## src/srgb_to_lab_converter_defines.svh

```systemverilog
// ----------------------------------------------------------------------------
// srgb_to_lab_converter_defines.svh
// Assertion macros shared by the sRGB to Lab converter RTL.
// ----------------------------------------------------------------------------
`ifndef SRGB_TO_LAB_CONVERTER_DEFINES_SVH
`define SRGB_TO_LAB_CONVERTER_DEFINES_SVH

`ifndef SYNTHESIS

// Labeled assertion on an explicit clock and active-low reset
`define SLAB_ASSERT_AT(label, clock, rst_n, prop) \
	label: assert property (@(posedge clock) disable iff (!rst_n) prop) \
		else $error("slab assertion failed");

// Labeled assertion on the block clock and reset
`define SLAB_ASSERT(label, prop) `SLAB_ASSERT_AT(label, clk, arst_n, prop)

`else

`define SLAB_ASSERT_AT(label, clock, rst_n, prop)
`define SLAB_ASSERT(label, prop)

`endif

`endif

```

## src/slab_pkg.sv

```systemverilog
// ----------------------------------------------------------------------------
// slab_pkg
// Types, constants and the linearization table of the sRGB to Lab converter.
// ----------------------------------------------------------------------------
package slab_pkg;

	// Q16 unsigned value, one extra bit so that 1.0 and a little above fit
	typedef logic [16:0] q16_t;

	// sRGB linearization table, one Q16 entry per 8-bit code
	typedef logic [255:0][16:0] lin_rom_t;

	// Pipeline lengths of the two sections
	localparam int XYZ_STAGES  = 6;
	localparam int LABF_STAGES = 17;
	localparam int CBRT_BITS   = 17;

	// Fraction bits of the internal Lab values
	localparam int QF = 16;

	// White-point normalization: divisor, reciprocal and shift per channel
	localparam longint unsigned DIV_X = 64'd95047;
	localparam longint unsigned DIV_Y = 64'd10000;
	localparam longint unsigned DIV_Z = 64'd108883;
	localparam int SHIFT_X = 33;
	localparam int SHIFT_Y = 30;
	localparam int SHIFT_Z = 33;
	localparam longint unsigned RECIP_X = (64'd1 << SHIFT_X) / DIV_X;
	localparam longint unsigned RECIP_Y = (64'd1 << SHIFT_Y) / DIV_Y;
	localparam longint unsigned RECIP_Z = (64'd1 << SHIFT_Z) / DIV_Z;

	// Linear segment of the Lab f() function
	localparam int LIN_SMALL_LIMIT = 581;
	localparam int LIN_SHIFT       = 23;
	localparam int LIN_DIV         = 1000;
	localparam longint unsigned LIN_RECIP = (64'd1 << LIN_SHIFT) / 64'd1000;
	localparam int LIN_OFFSET      = 9039;

	// Build the linearization table at elaboration
	function automatic lin_rom_t build_lin_rom();
		lin_rom_t rom;
		longint unsigned t, lo, hi, mid, a, b, p, t2, s2, y;
		for (int v = 0; v < 256; v++) begin
			if (v <= 10) begin
				rom[v] = 17'((64'(v) * 64'd6553600 + 64'd164730) / 64'd329460);
			end else begin
				t = (((64'd1000 * 64'(v) + 64'd14025) << 24) + 64'd134512) / 64'd269025;
				lo = 64'd0;
				hi = 64'd1 << 24;
				// fifth root of t in Q24 by bisection
				while (lo < hi) begin
					mid = (lo + hi + 64'd1) >> 1;
					a = (mid * mid) >> 24;
					b = (a * a) >> 24;
					p = (b * mid) >> 24;
					if (p <= t) begin
						lo = mid;
					end else begin
						hi = mid - 64'd1;
					end
				end
				t2 = (t * t) >> 24;
				s2 = (lo * lo) >> 24;
				y = (t2 * s2) >> 24;
				rom[v] = 17'((y + 64'd128) >> 8);
			end
		end
		return rom;
	endfunction

endpackage

```

## src/slab_labf.sv

```systemverilog
// ----------------------------------------------------------------------------
// slab_labf
// Lab f() of one normalized Q16 channel: pipelined cube root, linear segment.
// ----------------------------------------------------------------------------
module slab_labf (
	input  logic           clk,
	input  logic           adv,
	input  slab_pkg::q16_t q,
	output slab_pkg::q16_t f
);
	import slab_pkg::*;

	localparam int W  = 56;
	localparam int NS = LABF_STAGES;

	// Cube root, one result bit per stage, remainder kept as n - res^3
	q16_t        res_s  [1:NS];
	logic [33:0] res2_s [1:NS];
	logic [48:0] rem_s  [1:NS];
	logic        small_s [1:NS];

	q16_t        in_res  [1:NS];
	logic [33:0] in_res2 [1:NS];
	logic [48:0] in_rem  [1:NS];
	logic [W-1:0] term   [1:NS];
	logic        take    [1:NS];

	// Linear segment path
	logic [22:0] lin_m_s1, lin_m_s2, lin_m_s3;
	logic [12:0] lin_q0_s2, lin_q0_s3;
	logic [22:0] lin_prod_s3;
	q16_t        lin_f_s [4:NS];
	logic [45:0] lin_recm;

	// Per-stage trial: does (res + 2^i)^3 still fit below n
	always_comb begin
		in_res[1]  = '0;
		in_res2[1] = '0;
		in_rem[1]  = {q, 32'd0};
		for (int k = 2; k <= NS; k++) begin
			in_res[k]  = res_s[k-1];
			in_res2[k] = res2_s[k-1];
			in_rem[k]  = rem_s[k-1];
		end
		for (int k = 1; k <= NS; k++) begin
			term[k] = ((W'(in_res2[k]) * W'(3)) << (CBRT_BITS - k))
				+ ((W'(in_res[k]) * W'(3)) << (2 * (CBRT_BITS - k)))
				+ (W'(1) << (3 * (CBRT_BITS - k)));
			take[k] = term[k] <= W'(in_rem[k]);
		end
		lin_recm = 46'(lin_m_s1) * 46'(LIN_RECIP);
	end

	always_ff @(posedge clk) begin
		if (adv) begin
			for (int k = 1; k <= NS; k++) begin
				if (take[k]) begin
					res_s[k]  <= in_res[k] | (17'(1) << (CBRT_BITS - k));
					res2_s[k] <= in_res2[k] + (34'(in_res[k]) << (CBRT_BITS - k + 1))
						+ (34'(1) << (2 * (CBRT_BITS - k)));
					rem_s[k]  <= 49'(W'(in_rem[k]) - term[k]);
				end else begin
					res_s[k]  <= in_res[k];
					res2_s[k] <= in_res2[k];
					rem_s[k]  <= in_rem[k];
				end
			end
			small_s[1] <= q < 17'(LIN_SMALL_LIMIT);
			for (int k = 2; k <= NS; k++) begin
				small_s[k] <= small_s[k-1];
			end
			// (7787 q + 500) / 1000 + 16/116 by reciprocal and correction
			lin_m_s1    <= 23'(q[9:0]) * 23'd7787 + 23'd500;
			lin_m_s2    <= lin_m_s1;
			lin_q0_s2   <= 13'(lin_recm >> LIN_SHIFT);
			lin_m_s3    <= lin_m_s2;
			lin_q0_s3   <= lin_q0_s2;
			lin_prod_s3 <= 23'(lin_q0_s2) * 23'(LIN_DIV);
			lin_f_s[4]  <= 17'(lin_q0_s3)
				+ 17'((lin_m_s3 - lin_prod_s3) >= 23'(LIN_DIV)) + 17'(LIN_OFFSET);
			for (int k = 5; k <= NS; k++) begin
				lin_f_s[k] <= lin_f_s[k-1];
			end
		end
	end

	assign f = small_s[NS] ? lin_f_s[NS] : res_s[NS];

endmodule
```

## config.mk

```make
export PLATFORM = sky130hd
export DESIGN_NAME = slab_labf
export DESIGN_NICKNAME = d
export VERILOG_FILES = /design/src/srgb_to_lab_converter_defines.svh /design/src/slab_pkg.sv /design/src/slab_labf.sv
export SDC_FILE = /design/constraint.sdc
export NUM_CORES = 2
export LEC_CHECK = 0
export BUFFER_PORTS_ARGS = -buffer_cell sky130_fd_sc_hd__buf_2
export CAP_MARGIN = 0
export CORE_MARGIN = 2
export CORE_UTILIZATION = 40
export DETAILED_ROUTE_END_ITERATION = 8
export HOLD_SLACK_MARGIN = 0.1
export REMOVE_ABC_BUFFERS = 1
export SYNTH_ARGS = -nofsm -noshare
export SYNTH_HDL_FRONTEND = slang
export SYNTH_SLANG_ARGS = --single-unit
```

## constraint.sdc

```tcl
create_clock -name clk -period 6.8 [get_ports clk]
set_input_delay 1.36 -clock clk [delete_from_list [all_inputs] [get_ports clk]]
set_output_delay 1.36 -clock clk [all_outputs]
set_load 0.01 [all_outputs]
```

### Word level (Yosys, flattened, before mapping)

Memories as Yosys holds them, arrays and structs flattened.
Index checks and enable logic that the tools add are counted.

* bitwise logic cells: 51
* multipliers: 35
* $lt $le $gt $ge: 19
* add/subtract/negate cells: 85
* muxes and demuxes: 156

Operators with widths (number)
* two-way mux 49 bit: 17
* two-way mux 34 bit: 17
* multiplier 34 x 2 -> 36 bit (second input constant): 16
* two-way mux 17 bit: 18
* multiplier 17 x 2 -> 19 bit (second input constant): 16
* subtractor 49 bit: 5
* two-way mux 1 bit: 104
* adder 52 x 46 -> 53 bit (second input constant): 1
* less-or-equal comparator 53 x 49 -> 1 bit: 1
* adder 51 x 43 -> 52 bit (second input constant): 1
* adder 51 x 49 -> 52 bit: 1
* less-or-equal comparator 52 x 49 -> 1 bit: 1
* adder 50 x 40 -> 51 bit (second input constant): 1
* adder 50 x 47 -> 51 bit: 1
* less-or-equal comparator 51 x 49 -> 1 bit: 1
* OR 1 bit: 51
* adder 49 x 37 -> 50 bit (second input constant): 1
* adder 49 x 45 -> 50 bit: 1
* less-or-equal comparator 50 x 49 -> 1 bit: 1
* adder 48 x 34 -> 49 bit (second input constant): 1
* adder 48 x 43 -> 49 bit: 1
* less-or-equal comparator 38 x 49 -> 1 bit: 1
* less-or-equal comparator 39 x 49 -> 1 bit: 1
* less-or-equal comparator 40 x 49 -> 1 bit: 1
* other kinds (86): 86

* register bits: 115
* memories: 5
* bits of input ports: 19
* output and inout port bits: 17
* word-level logic and storage cells: 357
* memory bits (writable): 1955

Memory list
* rem_s: depth 17, width 49, rd ports 16, clocked after Yosys merged registers in 0, write ports 17, line slab_labf.sv:19 `logic [48:0] rem_s [1:NS];`
* res2_s: depth 17, width 34, rd ports 16, clocked after Yosys merged registers in 0, write ports 17, line slab_labf.sv:18 `logic [33:0] res2_s [1:NS];`
* res_s: depth 17, width 17, rd ports 17, clocked after Yosys merged registers in 0, write ports 17, line slab_labf.sv:17 `q16_t res_s [1:NS];`
* lin_f_s: depth 14, width 17, rd ports 14, clocked after Yosys merged registers in 0, write ports 14, line slab_labf.sv:32 `q16_t lin_f_s [4:NS];`
* small_s: depth 17, width 1, rd ports 17, clocked after Yosys merged registers in 0, write ports 17, line slab_labf.sv:20 `logic small_s [1:NS];`

### Longest topological paths before layout

An unclocked memory read counts as a cell.

* word-level depth: 9
* depth in mapped cells: 37
* mapped depth without buffers: 37

### Worst setup path before layout

Ideal clock, no wire load.

* path kind: register to register
* start point: register, netlist name res_s[0][258]
* end point: register, netlist name rem_s[0][831]
* required time: 6.542 ns
* data arrival time: 7.041 ns
* period minus slack after synthesis: 7.299 ns
* slack: -0.499 ns
* path buffers: 0
* cell stages (with the launch flop): 34
* cells stage by stage: edfxtp_1 > ha_1 > a21o_1 > a21oi_1 > o21ai_0 > a21oi_1 > o21ai_0 > a21oi_1 > o21ai_0 > a2111o_1 > a31o_2 > a21oi_1 > xor2_1 > ha_1 > ha_1 > o21ai_0 > nand2b_1 > o21ai_0 > a21oi_1 > o41ai_1 > nor4_1 > nand4_1 > xnor2_1 > ha_1 > a21o_1 > a21o_1 > a21oi_1 > o311ai_0 > o21bai_1 > o31ai_2 > or3_1 > nor3_2 > nand3_1 > xnor2_1

==> flow_metrics.env <==
export IMPL_status="finished, violations left"
export IMPL_failed_checks="setup timing"
export IMPL_layout_drive_gt1_share_pct=19.39
export IMPL_dpl_hpwl_mm=173.0
export IMPL_ys_warn_count=0
export IMPL_arrival_ns=7.69
export IMPL_fin_hold_ws_ns=0.4063
export IMPL_worstPathRequired_ns=7.33
export IMPL_insertion_delay_ns=0.81
export IMPL_wirelength_mm=228.5
export IMPL_cap_violations=0
export IMPL_io_pins=36
export IMPL_ant_nets=0
export IMPL_antenna_found_initial=5
export IMPL_timing_fmax_ghz=0.1396
export IMPL_ys_ff_latch=1159
export IMPL_synthArstFlopShare_pct=0
export IMPL_grt_usage_pct=18.47
export IMPL_firstDrtPassIters=5
export IMPL_syn_to_final_growth_pct=21.87
export IMPL_layout_cells_most_common="ha_1"
export IMPL_cp_start_kind="register"
export IMPL_post_route_util_pct=48.91
export IMPL_gr_total_overflow=0
export IMPL_critPathMostFrequentCell="a21oi_2"
export IMPL_clk_pin_slew_ns=0.06
export IMPL_max_slew_margin_pct=25.03
export IMPL_grt_pass1_wl_mm=359.9
export IMPL_netlist_area_um2=93140
export IMPL_grt_pass1_vias=71623
export IMPL_final_max_slew_violation_count=0
export IMPL_core_um2=232100
export IMPL_vias=69644
export IMPL_rsz0062_at_grt="yes"
export IMPL_placed_area_um2=102300
export IMPL_setup_ws_ns=-0.3622
export IMPL_ys_types=105
export IMPL_seq_area_frac_synth_pct=37.37
export IMPL_worst_hold_path_type="register to register"
export IMPL_cts_tree="yes"
export IMPL_cpMaxStageDelayCell="or4_4"
export IMPL_layout_common_cells="ha_1 (1342), edfxtp_1 (1159), buf_4 (814)"
export IMPL_grt_max_degree=177
export IMPL_critPathCaptureType="register"
export IMPL_via_per_inst=5.290
export IMPL_wl_per_cell_um=17.35
export IMPL_dr_first_iter_drc_count=3279
export IMPL_period_share_pct=105.3
export IMPL_criticalPathCategory="register to register"
export IMPL_yosys_most_used_dff="edfxtp_1"
export IMPL_period_needed_ns=7.162
export IMPL_finalSetupViolations=131
export IMPL_cts_root_buf="clkbuf_16"
export IMPL_syn_avg_cell_area_um2=10.33
export IMPL_fillCellCount=20759
export IMPL_critical_path_max_fanout=6
export IMPL_place_ws_ns=-1.211
export IMPL_clk_path_buf_depth=3
export IMPL_route_detailed_drc=0
export IMPL_tightest_slew_ns=1.109
export IMPL_die_area_um2=236700
export IMPL_gp_congestion=0.8660
export IMPL_finClkSkew_ns=0.03972
export IMPL_dieHeight_um=486.5
export IMPL_synth_edf_count=1159
export IMPL_fin_area_um2=113500
export IMPL_num_rows=177
export IMPL_htreeDepth=4
export IMPL_fin_nets=11608
export IMPL_syn_inst=9017
export IMPL_clock_sinks=1159
export IMPL_start_util_pct=40.13
export IMPL_cts_buffers=142
export IMPL_cp_slowest_stage_delay_ns=0.47
export IMPL_fp_dieW_um=486.5
export IMPL_port_buffers=35
export IMPL_finalHoldViolations=0
[worst max-delay path: cells and delay by family (launching register included)]
family / cells / cell delay [ns]
XOR/XNOR: 3 / 0.46
adder cells (fa/ha/maj): 4 / 1.24
flip-flops: 1 / 0.43
AND/OR/NAND/NOR: 5 / 0.89
AO/OA/AOI/OAI: 19 / 3.04
buffers and inverters: 6 / 0.83
[cell usage after synthesis, drive strengths merged (166+ instances only)]
cell type	n	area (µm²)
ha	1376	17220
edfxtp	1159	34800
a21oi	717	3596
inv	700	2628
nand2	596	2237
xnor2	584	5115
o21ai	541	2715
nor2	529	1986
xor2	421	3687
a21o	289	2170
fa	203	4064
nand3	166	835.8
[metal layers]
metal  share of wire (%)  global-route usage [%]
met1                  43                   22.05
met2                  52                   34.61
met3                 2.6                   2.099
met4                 3.1                   5.239
met5                   0                       0
[flip-flops by register name, summed over array words and instances, names as in the netlist]
name,flops
lin_m_s1,23
lin_prod_s3,18
lin_q0_s2,13
lin_m_s3,20
lin_f_s,210
lin_q0_s3,13
res_s,152
rem_s,427
res2_s,246
small_s,17
lin_m_s2,20
[path summary, 6_finish.rpt]
path	slack, ns	cells past startpoint	from	to
setup / recovery	-0.36	37	res_s[0][258]$_DFFE_PP_	rem_s[0][830]$_DFFE_PP_
hold / removal	0.41	0	small_s[0][5]$_DFFE_PP_	small_s[0][6]$_DFFE_PP_
setup reg to reg	-0.36	37	res_s[0][258]$_DFFE_PP_	rem_s[0][830]$_DFFE_PP_
hold reg to reg	0.41	0	small_s[0][5]$_DFFE_PP_	small_s[0][6]$_DFFE_PP_
[per-stage QoR]
stage	cells	setup TNS [ns]
floorplan	8860	-440.99
global placement	12694	-176.53
detailed placement	12694	-192.81
CTS	13067	-17.99
global route	13164	-90.68
finish	13164	-21.02
[area by class of cell]
type	instances	area (µm²)	area share (%)
Clock buffer	159	3617	3.187
Inverter	702	2665	2.348
Timing Repair Buffer	1005	8890	7.832
Antenna cell	1	2.502	0.002205
Sequential cell	1159	34800	30.66
Tap cell	3043	3807	3.354
Clock inverter	95	1242	1.095
Multi-Input combinational cell	7000	58480	51.52
[cell families after synthesis]
| group | after synthesis | share of synthesized area (%) |
|---|---|---|
| mux | 49 | 0.5777 |
| flops | 1159 | 37.37 |
| simple gates | 2118 | 11.08 |
| xor+xnor | 1005 | 9.451 |
| fa+ha+maj | 1579 | 22.85 |
| compound gates | 2248 | 15.19 |
| buf+inv | 859 | 3.485 |
[what timing repair did]
action	CTS	global route
gates cloned	15	29
setup endpoints to repair	405	428
setup buffers	107	89
gates resized for setup	412	662
hold buffers	0	0
endpoints found under the hold margin	0	0
pin swaps	199	321
Power is left out: the tool's default activity adds up to more than one toggle a clock period on the data nets, which glitch-free logic cannot reach.
